## src/rtl/core/ndds_pkg.sv

```systemverilog
// Shared types, constants and character helpers of the delimiter scanner.
// No dependencies; ndds_front, ndds_back, the top level and the testbench import this package.
`default_nettype none
package ndds_pkg;

  localparam int unsigned MaxNestDefault    = 16;
  localparam int unsigned KeywordMaxDefault = 31;

  localparam logic [2:0] STATUS_SCAN     = 3'd0;
  localparam logic [2:0] STATUS_NEST_OK  = 3'd1;
  localparam logic [2:0] STATUS_NEST_BAD = 3'd2;
  localparam logic [2:0] STATUS_TOP_OK   = 3'd3;
  localparam logic [2:0] STATUS_TOP_BAD  = 3'd4;
  localparam logic [2:0] STATUS_ABORT    = 3'd5;

  localparam logic [7:0] CHAR_LBRACE    = 8'h7b;
  localparam logic [7:0] CHAR_RBRACE    = 8'h7d;
  localparam logic [7:0] CHAR_BACKSLASH = 8'h5c;
  localparam logic [7:0] CHAR_COMMA     = 8'h2c;
  localparam logic [7:0] CHAR_NEWLINE   = 8'h0a;
  localparam logic [7:0] CHAR_SPACE     = 8'h20;
  localparam logic [7:0] CHAR_ZERO      = 8'h30;
  localparam logic [7:0] CHAR_NINE      = 8'h39;

  typedef struct packed {
    logic       eof;
    logic [7:0] data;
    logic       is_bs;
    logic       is_lb;
    logic       is_rb;
    logic       is_comma;
    logic       is_space;
    logic       is_digit;
    logic       is_nl;
  } byte_class_t;

  typedef struct packed {
    logic [2:0]  status;
    logic [4:0]  nest_level;
    logic [31:0] closing_id;
  } scan_result_t;

  function automatic logic [7:0] begin_char(input logic [3:0] idx);
    logic [7:0] c;
    unique case (idx)
      4'd0:    c = 8'h62;
      4'd1:    c = 8'h65;
      4'd2:    c = 8'h67;
      4'd3:    c = 8'h69;
      4'd4:    c = 8'h6e;
      4'd5:    c = 8'h64;
      4'd6:    c = 8'h61;
      4'd7:    c = 8'h74;
      4'd8:    c = 8'h61;
      default: c = 8'h00;
    endcase
    return c;
  endfunction

  function automatic logic [7:0] end_char(input logic [3:0] idx);
    logic [7:0] c;
    unique case (idx)
      4'd0:    c = 8'h65;
      4'd1:    c = 8'h6e;
      4'd2:    c = 8'h64;
      4'd3:    c = 8'h64;
      4'd4:    c = 8'h61;
      4'd5:    c = 8'h74;
      4'd6:    c = 8'h61;
      default: c = 8'h00;
    endcase
    return c;
  endfunction

endpackage
`default_nettype wire

```

## src/rtl/core/ndds_ram.sv

```systemverilog
// Generic single-write, single-read RAM with a registered read port.
// No dependencies.
`default_nettype none
module ndds_ram #(
  parameter int unsigned Width = 32,
  parameter int unsigned Depth = 16,
  localparam int unsigned AW = (Depth > 1) ? $clog2(Depth) : 1
) (
  input  wire logic             clk_i,
  input  wire logic             we_i,
  input  wire logic [AW-1:0]    waddr_i,
  input  wire logic [Width-1:0] wdata_i,
  input  wire logic [AW-1:0]    raddr_i,
  output logic      [Width-1:0] rdata_o
);

  logic [Width-1:0] mem_q [Depth];

  always_ff @(posedge clk_i) begin
    if (we_i) begin
      mem_q[waddr_i] <= wdata_i;
    end
    rdata_o <= mem_q[raddr_i];
  end

endmodule
`default_nettype wire

```

## src/rtl/core/ndds_fifo.sv

```systemverilog
// Small register queue with push/full and pop/empty sides.
// No dependencies; used between the scanner stages and at the result side.
`default_nettype none
module ndds_fifo #(
  parameter int unsigned Width = 8,
  parameter int unsigned Depth = 2,
  localparam int unsigned PW = (Depth > 1) ? $clog2(Depth) : 1,
  localparam int unsigned CW = $clog2(Depth + 1)
) (
  input  wire logic             clk_i,
  input  wire logic             rst_ni,
  input  wire logic             push_i,
  input  wire logic [Width-1:0] wdata_i,
  output logic                  full_o,
  input  wire logic             pop_i,
  output logic      [Width-1:0] rdata_o,
  output logic                  empty_o
);

  logic [Width-1:0] mem_q [Depth];
  logic [PW-1:0]    wr_q, wr_d, rd_q, rd_d;
  logic [CW-1:0]    cnt_q, cnt_d;
  logic             do_push, do_pop;

  assign full_o  = (cnt_q == CW'(Depth));
  assign empty_o = (cnt_q == '0);
  assign do_push = push_i && !full_o;
  assign do_pop  = pop_i && !empty_o;
  assign rdata_o = mem_q[rd_q];

  always_comb begin
    wr_d  = wr_q;
    rd_d  = rd_q;
    cnt_d = cnt_q;
    if (do_push) begin
      wr_d = (wr_q == PW'(Depth - 1)) ? '0 : wr_q + PW'(1);
    end
    if (do_pop) begin
      rd_d = (rd_q == PW'(Depth - 1)) ? '0 : rd_q + PW'(1);
    end
    if (do_push && !do_pop) begin
      cnt_d = cnt_q + CW'(1);
    end else if (do_pop && !do_push) begin
      cnt_d = cnt_q - CW'(1);
    end
  end

  always_ff @(posedge clk_i or negedge rst_ni) begin
    if (!rst_ni) begin
      wr_q  <= '0;
      rd_q  <= '0;
      cnt_q <= '0;
    end else begin
      wr_q  <= wr_d;
      rd_q  <= rd_d;
      cnt_q <= cnt_d;
    end
  end

  always_ff @(posedge clk_i) begin
    if (do_push) begin
      mem_q[wr_q] <= wdata_i;
    end
  end

endmodule
`default_nettype wire

```

## src/rtl/core/ndds_front.sv

```systemverilog
// Front end: accepts raw bytes and classifies them into a decoded transaction.
// Depends on ndds_pkg and ndds_fifo.
`default_nettype none
module ndds_front
  import ndds_pkg::*;
(
  input  wire logic        clk_i,
  input  wire logic        rst_ni,
  input  wire logic        push_i,
  output logic             full_o,
  input  wire logic [7:0]  data_byte_i,
  input  wire logic        end_of_file_i,
  input  wire logic        pop_i,
  output byte_class_t      item_o,
  output logic             empty_o
);

  byte_class_t cls;

  always_comb begin
    cls.eof      = end_of_file_i;
    cls.data     = data_byte_i;
    cls.is_bs    = (data_byte_i == CHAR_BACKSLASH);
    cls.is_lb    = (data_byte_i == CHAR_LBRACE);
    cls.is_rb    = (data_byte_i == CHAR_RBRACE);
    cls.is_comma = (data_byte_i == CHAR_COMMA);
    cls.is_space = (data_byte_i == CHAR_SPACE) ||
                   (data_byte_i >= 8'd9 && data_byte_i <= 8'd13);
    cls.is_digit = (data_byte_i >= CHAR_ZERO) && (data_byte_i <= CHAR_NINE);
    cls.is_nl    = (data_byte_i == CHAR_NEWLINE);
  end

  ndds_fifo #(
    .Width($bits(byte_class_t)),
    .Depth(2)
  ) u_queue (
    .clk_i  (clk_i),
    .rst_ni (rst_ni),
    .push_i (push_i),
    .wdata_i(cls),
    .full_o (full_o),
    .pop_i  (pop_i),
    .rdata_o(item_o),
    .empty_o(empty_o)
  );

endmodule
`default_nettype wire

```

## src/rtl/core/ndds_back.sv

```systemverilog
// Back end: keyword and id scanner state machine with the open-id stack.
// Depends on ndds_pkg and ndds_ram.
`default_nettype none
module ndds_back
  import ndds_pkg::*;
#(
  parameter int unsigned MaxNest    = MaxNestDefault,
  parameter int unsigned KeywordMax = KeywordMaxDefault
) (
  input  wire logic        clk_i,
  input  wire logic        rst_ni,
  input  wire logic [31:0] top_id_i,
  input  wire logic        fire_i,
  input  byte_class_t      item_i,
  output scan_result_t     result_o
);

  localparam int unsigned DW  = $clog2(MaxNest + 1);
  localparam int unsigned AW  = (MaxNest > 1) ? $clog2(MaxNest) : 1;
  localparam int unsigned KLW = $clog2(KeywordMax + 1);

  typedef enum logic [3:0] {
    PH_PLAIN, PH_SLASH, PH_KEYWORD, PH_BCLASS, PH_BSPACE, PH_BDIGITS, PH_BSKIP,
    PH_BNL, PH_ECLASS, PH_ESPACE, PH_EDIGITS, PH_ESKIP, PH_ENL
  } phase_e;

  phase_e         phase_q, phase_d;
  logic [KLW-1:0] kl_q, kl_d;
  logic           mb_q, mb_d, me_q, me_d;
  logic [31:0]    acc_q, acc_d, acc_next;
  logic [DW-1:0]  depth_q, depth_d;
  logic [31:0]    stack_rdata, open_id, depth_ext;
  logic           push_en;
  logic [2:0]     status;
  logic [31:0]    closing;
  logic           restart;

  assign acc_next = (acc_q << 3) + (acc_q << 1) + {24'd0, item_i.data - CHAR_ZERO};

  ndds_ram #(
    .Width(32),
    .Depth(MaxNest)
  ) u_stack (
    .clk_i  (clk_i),
    .we_i   (push_en),
    .waddr_i(AW'(depth_q)),
    .wdata_i(acc_q),
    .raddr_i(AW'(depth_q - DW'(1))),
    .rdata_o(stack_rdata)
  );

  assign open_id = (depth_q == '0) ? top_id_i : stack_rdata;

  always_comb begin
    phase_d = phase_q;
    kl_d    = kl_q;
    mb_d    = mb_q;
    me_d    = me_q;
    acc_d   = acc_q;
    depth_d = depth_q;
    push_en = 1'b0;
    status  = STATUS_SCAN;
    closing = '0;
    restart = 1'b0;
    if (item_i.eof) begin
      status  = STATUS_ABORT;
      restart = 1'b1;
    end else begin
      unique case (phase_q)
        PH_PLAIN: begin
          if (item_i.is_bs) phase_d = PH_SLASH;
        end
        PH_SLASH: begin
          if (item_i.is_lb || item_i.is_rb || item_i.is_bs) begin
            phase_d = PH_PLAIN;
          end else begin
            kl_d    = KLW'(1);
            mb_d    = (item_i.data == begin_char(4'd0));
            me_d    = (item_i.data == end_char(4'd0));
            phase_d = PH_KEYWORD;
          end
        end
        PH_KEYWORD: begin
          if (item_i.is_bs || item_i.is_rb) begin
            phase_d = item_i.is_bs ? PH_SLASH : PH_PLAIN;
          end else if (item_i.is_lb) begin
            if (mb_q && kl_q == KLW'(9)) phase_d = PH_BCLASS;
            else if (me_q && kl_q == KLW'(7)) phase_d = PH_ECLASS;
            else phase_d = PH_PLAIN;
          end else if (kl_q < KLW'(KeywordMax)) begin
            mb_d = mb_q && (kl_q < KLW'(9)) && (item_i.data == begin_char(kl_q[3:0]));
            me_d = me_q && (kl_q < KLW'(7)) && (item_i.data == end_char(kl_q[3:0]));
            kl_d = kl_q + KLW'(1);
          end
        end
        PH_BCLASS, PH_ECLASS: begin
          if (item_i.is_comma) begin
            acc_d   = '0;
            phase_d = (phase_q == PH_BCLASS) ? PH_BSPACE : PH_ESPACE;
          end
        end
        PH_BSPACE, PH_ESPACE, PH_BDIGITS, PH_EDIGITS: begin
          if ((phase_q == PH_BSPACE || phase_q == PH_ESPACE) && item_i.is_space) begin
            phase_d = phase_q;
          end else if (item_i.is_digit) begin
            acc_d   = acc_next;
            phase_d = (phase_q == PH_BSPACE || phase_q == PH_BDIGITS) ? PH_BDIGITS
                                                                      : PH_EDIGITS;
          end else if (item_i.is_rb) begin
            phase_d = (phase_q == PH_BSPACE || phase_q == PH_BDIGITS) ? PH_BNL : PH_ENL;
          end else begin
            phase_d = (phase_q == PH_BSPACE || phase_q == PH_BDIGITS) ? PH_BSKIP
                                                                      : PH_ESKIP;
          end
        end
        PH_BSKIP, PH_ESKIP: begin
          if (item_i.is_rb) phase_d = (phase_q == PH_BSKIP) ? PH_BNL : PH_ENL;
        end
        PH_BNL: begin
          if (depth_q >= DW'(MaxNest)) begin
            status  = STATUS_ABORT;
            restart = 1'b1;
          end else begin
            push_en = 1'b1;
            depth_d = depth_q + DW'(1);
            phase_d = item_i.is_bs ? PH_SLASH : PH_PLAIN;
          end
        end
        PH_ENL: begin
          closing = acc_q;
          if (depth_q == '0) begin
            status  = (open_id == acc_q) ? STATUS_TOP_OK : STATUS_TOP_BAD;
            restart = 1'b1;
          end else begin
            status  = (open_id == acc_q) ? STATUS_NEST_OK : STATUS_NEST_BAD;
            depth_d = depth_q - DW'(1);
          end
          phase_d = item_i.is_bs ? PH_SLASH : PH_PLAIN;
        end
        default: phase_d = PH_PLAIN;
      endcase
      if (restart) begin
        kl_d    = '0;
        mb_d    = 1'b1;
        me_d    = 1'b1;
        acc_d   = '0;
        depth_d = '0;
      end
    end
    if (item_i.eof) begin
      phase_d = PH_PLAIN;
      kl_d    = '0;
      mb_d    = 1'b1;
      me_d    = 1'b1;
      acc_d   = '0;
      depth_d = '0;
    end else if (restart && phase_q == PH_BNL) begin
      phase_d = PH_PLAIN;
    end
    push_en = push_en && fire_i;
  end

  assign depth_ext           = 32'(depth_d);
  assign result_o.status     = status;
  assign result_o.nest_level = depth_ext[4:0];
  assign result_o.closing_id = closing;

  always_ff @(posedge clk_i or negedge rst_ni) begin
    if (!rst_ni) begin
      phase_q <= PH_PLAIN;
      kl_q    <= '0;
      mb_q    <= 1'b1;
      me_q    <= 1'b1;
      acc_q   <= '0;
      depth_q <= '0;
    end else if (fire_i) begin
      phase_q <= phase_d;
      kl_q    <= kl_d;
      mb_q    <= mb_d;
      me_q    <= me_d;
      acc_q   <= acc_d;
      depth_q <= depth_d;
    end
  end

endmodule
`default_nettype wire

```

## src/rtl/core/nested_datastream_delimiter_scanner_core.sv

```systemverilog
// Top level of the nested datastream delimiter scanner.
// Depends on ndds_pkg, ndds_front, ndds_back and ndds_fifo.
`default_nettype none
// Bytes enter through a push/full queue and one result per byte leaves through
// an empty/pop queue. One byte is taken every cycle while results are popped,
// since the front and the result side each have a two-entry queue. The open-id
// stack sits in a RAM whose read address follows the nesting depth, so the open
// id is already read out when a close is compared. top_id is written through
// the cfg_valid_i/cfg_ready_o channel, which is always ready.
module nested_datastream_delimiter_scanner_core
  import ndds_pkg::*;
#(
  parameter int unsigned MaxNest    = MaxNestDefault,
  parameter int unsigned KeywordMax = KeywordMaxDefault
) (
  input  wire logic        clk_i,
  input  wire logic        rst_ni,
  input  wire logic        cfg_valid_i,
  output logic             cfg_ready_o,
  input  wire logic [31:0] cfg_data_i,
  input  wire logic        push_i,
  output logic             full_o,
  input  wire logic [7:0]  data_byte_i,
  input  wire logic        end_of_file_i,
  output logic             empty_o,
  input  wire logic        pop_i,
  output logic      [2:0]  status_o,
  output logic      [4:0]  nest_level_o,
  output logic      [31:0] closing_id_o
);

  logic [31:0]  top_id_q;
  byte_class_t  item;
  logic         mid_empty, out_full, back_fire;
  scan_result_t back_res, out_res;

  assign cfg_ready_o = 1'b1;

  always_ff @(posedge clk_i or negedge rst_ni) begin
    if (!rst_ni) begin
      top_id_q <= '0;
    end else if (cfg_valid_i && cfg_ready_o) begin
      top_id_q <= cfg_data_i;
    end
  end

  assign back_fire = !mid_empty && !out_full;

  ndds_front u_front (
    .clk_i        (clk_i),
    .rst_ni       (rst_ni),
    .push_i       (push_i),
    .full_o       (full_o),
    .data_byte_i  (data_byte_i),
    .end_of_file_i(end_of_file_i),
    .pop_i        (back_fire),
    .item_o       (item),
    .empty_o      (mid_empty)
  );

  ndds_back #(
    .MaxNest   (MaxNest),
    .KeywordMax(KeywordMax)
  ) u_back (
    .clk_i   (clk_i),
    .rst_ni  (rst_ni),
    .top_id_i(top_id_q),
    .fire_i  (back_fire),
    .item_i  (item),
    .result_o(back_res)
  );

  ndds_fifo #(
    .Width($bits(scan_result_t)),
    .Depth(2)
  ) u_out (
    .clk_i  (clk_i),
    .rst_ni (rst_ni),
    .push_i (back_fire),
    .wdata_i(back_res),
    .full_o (out_full),
    .pop_i  (pop_i),
    .rdata_o(out_res),
    .empty_o(empty_o)
  );

  assign status_o     = out_res.status;
  assign nest_level_o = out_res.nest_level;
  assign closing_id_o = out_res.closing_id;

`ifndef SYNTHESIS
  a_closing_zero: assert property (@(posedge clk_i) disable iff (!rst_ni)
    !empty_o && (status_o == STATUS_SCAN || status_o == STATUS_ABORT)
      |-> closing_id_o == '0)
    else $error("closing id set without a close");
  a_top_level_zero: assert property (@(posedge clk_i) disable iff (!rst_ni)
    !empty_o && (status_o == STATUS_TOP_OK || status_o == STATUS_TOP_BAD ||
                 status_o == STATUS_ABORT) |-> nest_level_o == '0)
    else $error("depth not cleared on restart");
  a_status_range: assert property (@(posedge clk_i) disable iff (!rst_ni)
    !empty_o |-> status_o <= STATUS_ABORT)
    else $error("status out of range");
`endif

endmodule
`default_nettype wire

```

## config.mk

```make
export PLATFORM = sky130hd
export DESIGN_NAME = nested_datastream_delimiter_scanner_core
export DESIGN_NICKNAME = d
export VERILOG_FILES = /design/src/rtl/core/ndds_pkg.sv /design/src/rtl/core/ndds_ram.sv /design/src/rtl/core/ndds_fifo.sv /design/src/rtl/core/ndds_front.sv /design/src/rtl/core/ndds_back.sv /design/src/rtl/core/nested_datastream_delimiter_scanner_core.sv
export SDC_FILE = /design/constraint.sdc
export NUM_CORES = 1
export LEC_CHECK = 0
export BUFFER_PORTS_ARGS = -buffer_cell sky130_fd_sc_hd__buf_2
export CORE_AREA = 4 4 298 300
export DETAILED_ROUTE_END_ITERATION = 16
export DIE_AREA = 0 0 302 304
export MAX_ROUTING_LAYER = met4
export PLACE_DENSITY = 0.52
export RECOVER_POWER = 25
export SLEW_MARGIN = 10
export SYNTH_ARGS = -nofsm -noshare
export SYNTH_HDL_FRONTEND = slang
export SYNTH_SLANG_ARGS = --single-unit
```

## constraint.sdc

```tcl
create_clock -name clk_i -period 11.4 [get_ports clk_i]
set_clock_uncertainty 0.15 [all_clocks]
set_input_delay 1.14 -clock clk_i [delete_from_list [all_inputs] [get_ports clk_i]]
set_output_delay 1.14 -clock clk_i [all_outputs]
set_load 0.05 [all_outputs]
```

Word level (Yosys, flattened, before mapping)
Memories as Yosys holds them, arrays and structs flattened. A register that Yosys moved wholly into a read port is not among the register bits.
Cells that the tools add are included.
{ "word_totals": {"inputBits": 46, "regBits": 88, "output_inout_bits": 43, "mem_bits_rw": 624, "romBits": 112, "mem_count": 4} }
{ "mem_list": {"columns": ["name", "depth", "width", "read_ports", "rd_ports_with_merged_regs", "wr", "line_no", "source"], "rows": [
  ["u_back.u_stack.mem_q", 16, 32, 1, 1, 1, "ndds_ram.sv:17", "logic [Width-1:0] mem_q [Depth];"],
  ["(name not given)", 16, 7, 1, 0, 0, "ndds_pkg.sv:45", "unique case (idx)"],
  ["u_out.mem_q", 2, 40, 1, 0, 1, "ndds_fifo.sv:20", "logic [Width-1:0] mem_q [Depth];"],
  ["u_front.u_queue.mem_q", 2, 16, 1, 0, 1, "ndds_fifo.sv:20", null]
]} }
{ "op_classes": {"eq_ne": 46, "n_mux": 95, "n_reduce_logical": 51, "magnitude_cmp": 8, "add_sub_neg": 14} }
{ "ops": {"columns": ["cell", "n"], "rows": [
  ["two-way mux 32 bit", 8],
  ["two-way mux 8 bit", 10],
  ["two-way mux 4 bit", 18],
  ["one-hot mux 32 bit (2 select lines)", 1],
  ["two-way mux 5 bit", 10],
  ["equality test 8 x 7 -> 1 bit (second input constant)", 5],
  ["one-hot mux 7 bit (5 select lines)", 1],
  ["adder 32 bit", 1],
  ["adder 32 x 8 -> 32 bit", 1],
  ["equality test 32 bit", 1],
  ["one-hot mux 4 bit (8 select lines)", 1],
  ["two-way mux 1 bit", 30],
  ["equality test 4 x 3 -> 1 bit (second input constant)", 7],
  ["inequality test 4 bit (second input constant)", 6],
  ["equality test 4 bit (second input constant)", 5],
  ["logical AND 1 bit", 20],
  ["one-hot mux 5 bit (2 select lines)", 2],
  ["equality test 4 x 2 -> 1 bit (second input constant)", 4],
  ["equality test 8 x 6 -> 1 bit (second input constant)", 2],
  ["equality test 8 bit", 2],
  ["two-way mux 2 bit", 6],
  ["two-way mux 3 bit", 4],
  ["inequality test 4 x 2 -> 1 bit (second input constant)", 3],
  ["inequality test 4 x 3 -> 1 bit (second input constant)", 3],
  ["34 further kinds", 63]
]} }

Depth between registers and ports, before layout
{ "depth": {"ltp_word": 16, "ltp_mapped": 17, "depth_no_buf": 15} }

Cells and area by module
Synthesis repeated with hierarchy kept, for this count alone.
{ "hier_totals": {"cells_unflattened": 1933, "area_unflattened_um2": 32306.0} }
{ "modules_own_cells": {"columns": ["module", "seq_area_each_um2", "area_each_um2", "cells_each", "instances"], "rows": [
  ["ndds_ram", 16015.4, 19835.3, 838, 1],
  ["ndds_back", 1203.7, 6293.5, 791, 1],
  ["ndds_fifo at u_out", 2502.4, 3286.9, 144, 1],
  ["ndds_fifo at u_front.u_queue", 1061.0, 1402.6, 69, 1],
  ["nested_datastream_delimiter_scanner_core", 800.8, 1360.1, 71, 1],
  ["ndds_front", 0.0, 127.6, 20, 1]
]} }

Least setup slack after synthesis
No wires, ideal clock.
{ "synth_timing": {"kind": "register to register", "startpoint": "register u_back.phase_q[2]", "endpoint": "memory u_back.u_stack.mem_q[6][0], in the netlist u_back.u_stack.mem_q[3][0] (enable)", "stages_incl_launch_ff": 7, "setup_slack_ns": 6.833, "required_ns": 10.789, "arrival_ns": 3.956, "cell_sequence": "dfrtp_1 -> clkbuf_1 -> nor2b_1 -> nand3_1 -> nor4_1 -> nand2_1 -> nor3_1"} }
{ "synth_between": {"elab_chain_cells": 6} }
{ "synth_lines": {"columns": ["item", "line_no", "source"], "rows": [
  ["start, declared", "ndds_back.sv:27", "phase_e phase_q, phase_d;"],
  ["start signal, assigned", "ndds_back.sv:177", "phase_q <= phase_d;"],
  ["equality test 4 x 3 -> 1 bit", "ndds_back.sv:69", "unique case (phase_q)"],
  ["two-way mux 1 bit", "ndds_back.sv:69", null],
  ["two-way mux 1 bit", "ndds_back.sv:65", "if (item_i.eof) begin"],
  ["logical AND 1 bit", "ndds_back.sv:160", "push_en = push_en && fire_i;"],
  ["two-way mux 1 bit", "ndds_ram.sv:20", "if (we_i) begin"],
  ["two-way mux 1 bit (implied by the code)", "ndds_ram.sv:21", "mem_q[waddr_i] <= wdata_i;"],
  ["end, declared", "ndds_ram.sv:17", null]
]} }
Every way passes these cells.

Worst setup path in the final report
{ "layout_timing": {"startpoint": "register u_back.acc_q[2]", "endpoint": "register u_back.acc_q[31]"} }
{ "layout_between": {"elab_chain_cells": 7} }
{ "layout_lines": {"columns": ["item", "line_no", "source"], "rows": [
  ["start, declared", "ndds_back.sv:30", "logic [31:0] acc_q, acc_d, acc_next;"],
  ["start signal, assigned", "ndds_back.sv:174", "acc_q <= '0;"],
  ["start signal, assigned", "ndds_back.sv:181", "acc_q <= acc_d;"],
  ["adder 32 bit", "ndds_back.sv:38", "assign acc_next = (acc_q << 3) + (acc_q << 1) + {24'd0, item_i.data - CHAR_ZERO};"],
  ["adder 32 x 8 -> 32 bit", "ndds_back.sv:38", null],
  ["two-way mux 32 bit", "ndds_back.sv:105", "end else if (item_i.is_digit) begin"],
  ["two-way mux 32 bit", "ndds_back.sv:103", "if ((phase_q == PH_BSPACE || phase_q == PH_ESPACE) && item_i.is_space) begin"],
  ["one-hot mux 32 bit (2 select lines)", "ndds_back.sv:69", null],
  ["two-way mux 32 bit", "ndds_back.sv:142", "if (restart) begin"],
  ["two-way mux 32 bit", "ndds_back.sv:150", "if (item_i.eof) begin"]
]} }
Every way passes these cells. The select of a mux whose other input is x is not followed.
A chain may end at the register's enable or synchronous reset.

==> results.txt <==
status = finished with violations
failing checks = capacitance limit, slew limit
P&R area growth vs syn = 14.60%
Die ar. = 91,810 um2
I/O Pins = 89
crit path buf inv count = 3
multi-input logic area = 9613 um2
post-synth cell types = 76
worst min path class = reg2reg
share of the yosys chip area belonging to registers = 68.15%
drt pass-1 iters = 5
vias in the first global route = 17.90k
post-synthesis cell count = 1,867
Core Region = 86,210 um2
PD cells = 198.2 nW/um2
Finished Layout Cells = 3,223
Final Cycle Share = 47.54%
CP Cell Sequence = clkbuf_1 -> inv_1 -> fa_1 -> inv_1 -> ha_1 -> o211ai_1 -> o21ai_0 -> a41oi_1 -> a21oi_1 -> a211oi_1 -> nor4b_1 -> mux2i_1 -> o21ai_0
crit start category = flop
WP data required = 11,710 ps
largest net degree at the start of global routing = 95
Reg area = 21,530 um2
Peak VDD IR = 0.0001724 V
Inst Count DP = 3,071
Worst R2R Path Depth = 13
TNS Setup = 0 ps
MaxCap Viol Count = 2
fraction of synthesis flops using an asynchronous set or reset pin = 11.86%
DR vias = 17.54k
final slew viol count = 63
num rows = 108
Net count, final = 2,121
critical path's slowest cell = clkbuf_1
CTS buffer count = 81
wire per inst = 26.64 um
DP HPWL = 52,070 um
global route overflow = 0
cell family with most CP delay = buffers and inverters
Mapped Nets = 1,989
TritonCTS clock tree = done
warning count from the yosys run = 0
H-tree depth = 3
Hold Path Depth = 2
Max Clk Rate = 184.5 MHz
DIE WIDTH = 302 um
DRC = 0
Worst Tran Pin Value = 2692 ps
Syn Area/Cell = 16.92 um2
Top FF cell, synth = edfxtp_1
IO buf count = 87
worst setup path category = reg2reg
worst-path maximum fanout = 21
Antenna Nets Post-Route = 0
Initial DRC Count = 1,673
CTS max path bufs = 3
Skew-Pair Late Insertion Delay = 640 ps
Post-CTS Hold Buffers = 0
initial antenna violation count = 1
setup violators final = 0
Initial Util = 36.63%
share of cells above drive strength 1 = 24.04%
filler cell count in the final layout = 7,775
# resized after CTS = 0
routability cong. = 0.8429
CP Depth = 13
final-report hold violation count = 0
first-pass GRT wire length = 124,800 um
Post-Route WL = 85,870 um
crit path capture type = flop
Setup Buffers After CTS = 0
Arrival @ worst endpoint = 5730 ps
Critical Path Max Stage Delay = 1090 ps
Post-Syn Area = 31,580 um2
Slew HR = -79.50%
Clock transition at path regs = 60 ps
RSZ-0062 raised after global routing = false
GRT Overall Usage = 19.21%
clk sinks = 742
Synth Register Bits = 742
clock tree root buffer cell = clkbuf_16
vias per inst = 5.443
die height = 304 um
EDFF count, synth = 622
Tmin final = 5419 ps
Pleak = 0.01247 uW
==> synth_stat cells, drive strengths merged, types with 3 or more instances <==
library cell,count,area share (%)
fa,6,0.38
o221ai,3,0.083
mux4,160,11
a22o,8,0.22
o21bai,4,0.095
nand4,10,0.20
a31oi,6,0.12
o21a,8,0.19
clkbuf,64,0.76
o211ai,4,0.095
nand2,93,1.1
and3,7,0.14
dfxtp,32,2.0
nand3,19,0.30
or3,5,0.099
a2111oi,4,0.17
dfrtp,86,6.8
edfxtp,622,59
xnor2,35,0.97
o31ai,5,0.12
inv,69,0.82
o21ai,84,1.4
xor2,34,0.94
and2,18,0.36
a221oi,4,0.11
a41o,3,0.095
o22ai,14,0.28
ha,70,2.8
a21o,22,0.52
mux2,70,2.5
mux2i,23,0.73
nor2,58,0.69
nor4,11,0.22
buf,17,0.31
nor3b,4,0.095
nand2b,16,0.32
nor3,54,0.86
nor2b,8,0.16
a222oi,4,0.13
a211oi,13,0.31
o2bb2ai,3,0.083
a21oi,52,0.82
==> flip-flops by register name (all words and copies together), names as in the netlist, 2 cells and up <==
register	cells
u_front.u_queue.cnt_q	2
u_back.depth_q	5
u_back.phase_q	4
u_back.acc_q	32
u_out.cnt_q	2
u_back.kl_q	5
u_front.u_queue.mem_q	30
top_id_q	32
u_back.u_stack.mem_q	512
u_out.mem_q	80
u_back.u_stack.rdata_o	32
==> per-stage QoR <==
stage	util [%]	total power (uW)	hold slack (ps)	cell area [um2]	setup WS, ps
2_1_floorplan	-	4255	300.4	31580	6833
3_3_place_gp	39.00	4670	318.6	33620	6423
3_5_place_dp	39.00	4676	327.3	33620	6353
4_1_cts	42.03	7250	337.0	36240	6339
5_1_grt	41.98	7455	353.7	36190	5655
6_report	41.98	7173	334.6	36190	5981
==> worst reg2reg max path: stages, from the launching register on <==
cell and delay [ps]:
dfrtp_1 320, clkbuf_1 1090, inv_1 630, fa_1 690, inv_1 40, ha_1 340, o211ai_1 100, o21ai_0 350
a41oi_1 220, a21oi_1 440, a211oi_1 170, nor4b_1 410, mux2i_1 220, o21ai_0 80
==> kinds of logic (layout without fill, tap and decap cells) <==
family                   count (synthesis)  after routing  share of synthesized area, %
adder cells (fa/ha/maj)                 77             77                         3.185
AO/OA/AOI/OAI                          261            261                         5.372
XOR/XNOR                                69             69                         1.914
flip-flops                             742            742                         68.15
buffers and inverters                  151            351                         1.906
AND/OR/NAND/NOR                        313            313                         4.826
multiplexers                           253            253                         14.63
other                                    1              2                       0.01187
==> layout make-up <==
cell class	instances	share of cell area, %
Tap cell	1155	3.993
Multi-Input combinational cell	974	26.56
Clock buffer	113	6.271
Timing Repair Buffer	130	2.002
Sequential cell	742	59.48
Inverter	70	0.7294
Clock inverter	38	0.9542
Antenna cell	1	0.006914
==> final timing paths <==
check / slack (ps) / startpoint / to
max in group asynchronous: 7990 / rst_ni / u_back.depth_q[0]$_DFFE_PN0P_
hold / removal: 330 / u_back.me_q$_DFFE_PN1P_ / u_back.me_q$_DFFE_PN1P_
hold reg to reg: 330 / u_back.me_q$_DFFE_PN1P_ / u_back.me_q$_DFFE_PN1P_
min in group asynchronous: 1220 / rst_ni / u_back.kl_q[4]$_DFFE_PN0P_
setup / recovery: 5980 / u_back.acc_q[2]$_DFFE_PN0P_ / u_back.acc_q[31]$_DFFE_PN0P_
setup reg to reg: 5980 / u_back.acc_q[2]$_DFFE_PN0P_ / u_back.acc_q[31]$_DFFE_PN0P_
==> placed cells by master (no fill, tap or decap), types with 5 or more instances in the layout <==
cell	n
a31oi_1	6
buf_2	77
buf_4	33
nand2_1	92
clkinv_1	9
o31ai_1	5
ha_1	69
clkbuf_16	83
mux2i_1	23
nor4_1	11
nand4_1	10
nor2b_1	8
a22o_1	8
mux2_2	70
and2_1	18
clkbuf_8	8
nor2_4	14
inv_6	5
xnor2_1	33
clkbuf_1	41
xor2_1	34
o22ai_1	14
inv_1	69
and3_1	7
fa_1	6
a211oi_1	13
nor3_1	50
a21o_1	22
edfxtp_1	622
clkinv_2	15
a21oi_1	51
or3_1	5
nand2b_1	16
nor2_1	44
dfrtp_1	84
o21a_1	8
nand3_1	19
o21ai_0	80
mux4_2	160
dfxtp_1	32
==> metal layers <==
layer  global-route usage, %  part of all wire, %  routed length, um
met1                   26.73                   44              37760
met3                   4.045                  7.3               6247
met4                   5.108                  2.8               2394
met5                       -                    0                  0
met2                   28.87                   46              39470
==> where the power goes <==
part / switching (uW) / total, uW / internal, uW / leakage, uW
clock: 1080 / 2570 / 1490 / 0.00128
combinational: 948 / 1330 / 381 / 0.00392
sequential: 120 / 3280 / 3160 / 0.00728
total: 2140 / 7170 / 5030 / 0.0125
No activity file was read; power rests on OpenSTA's default activity.
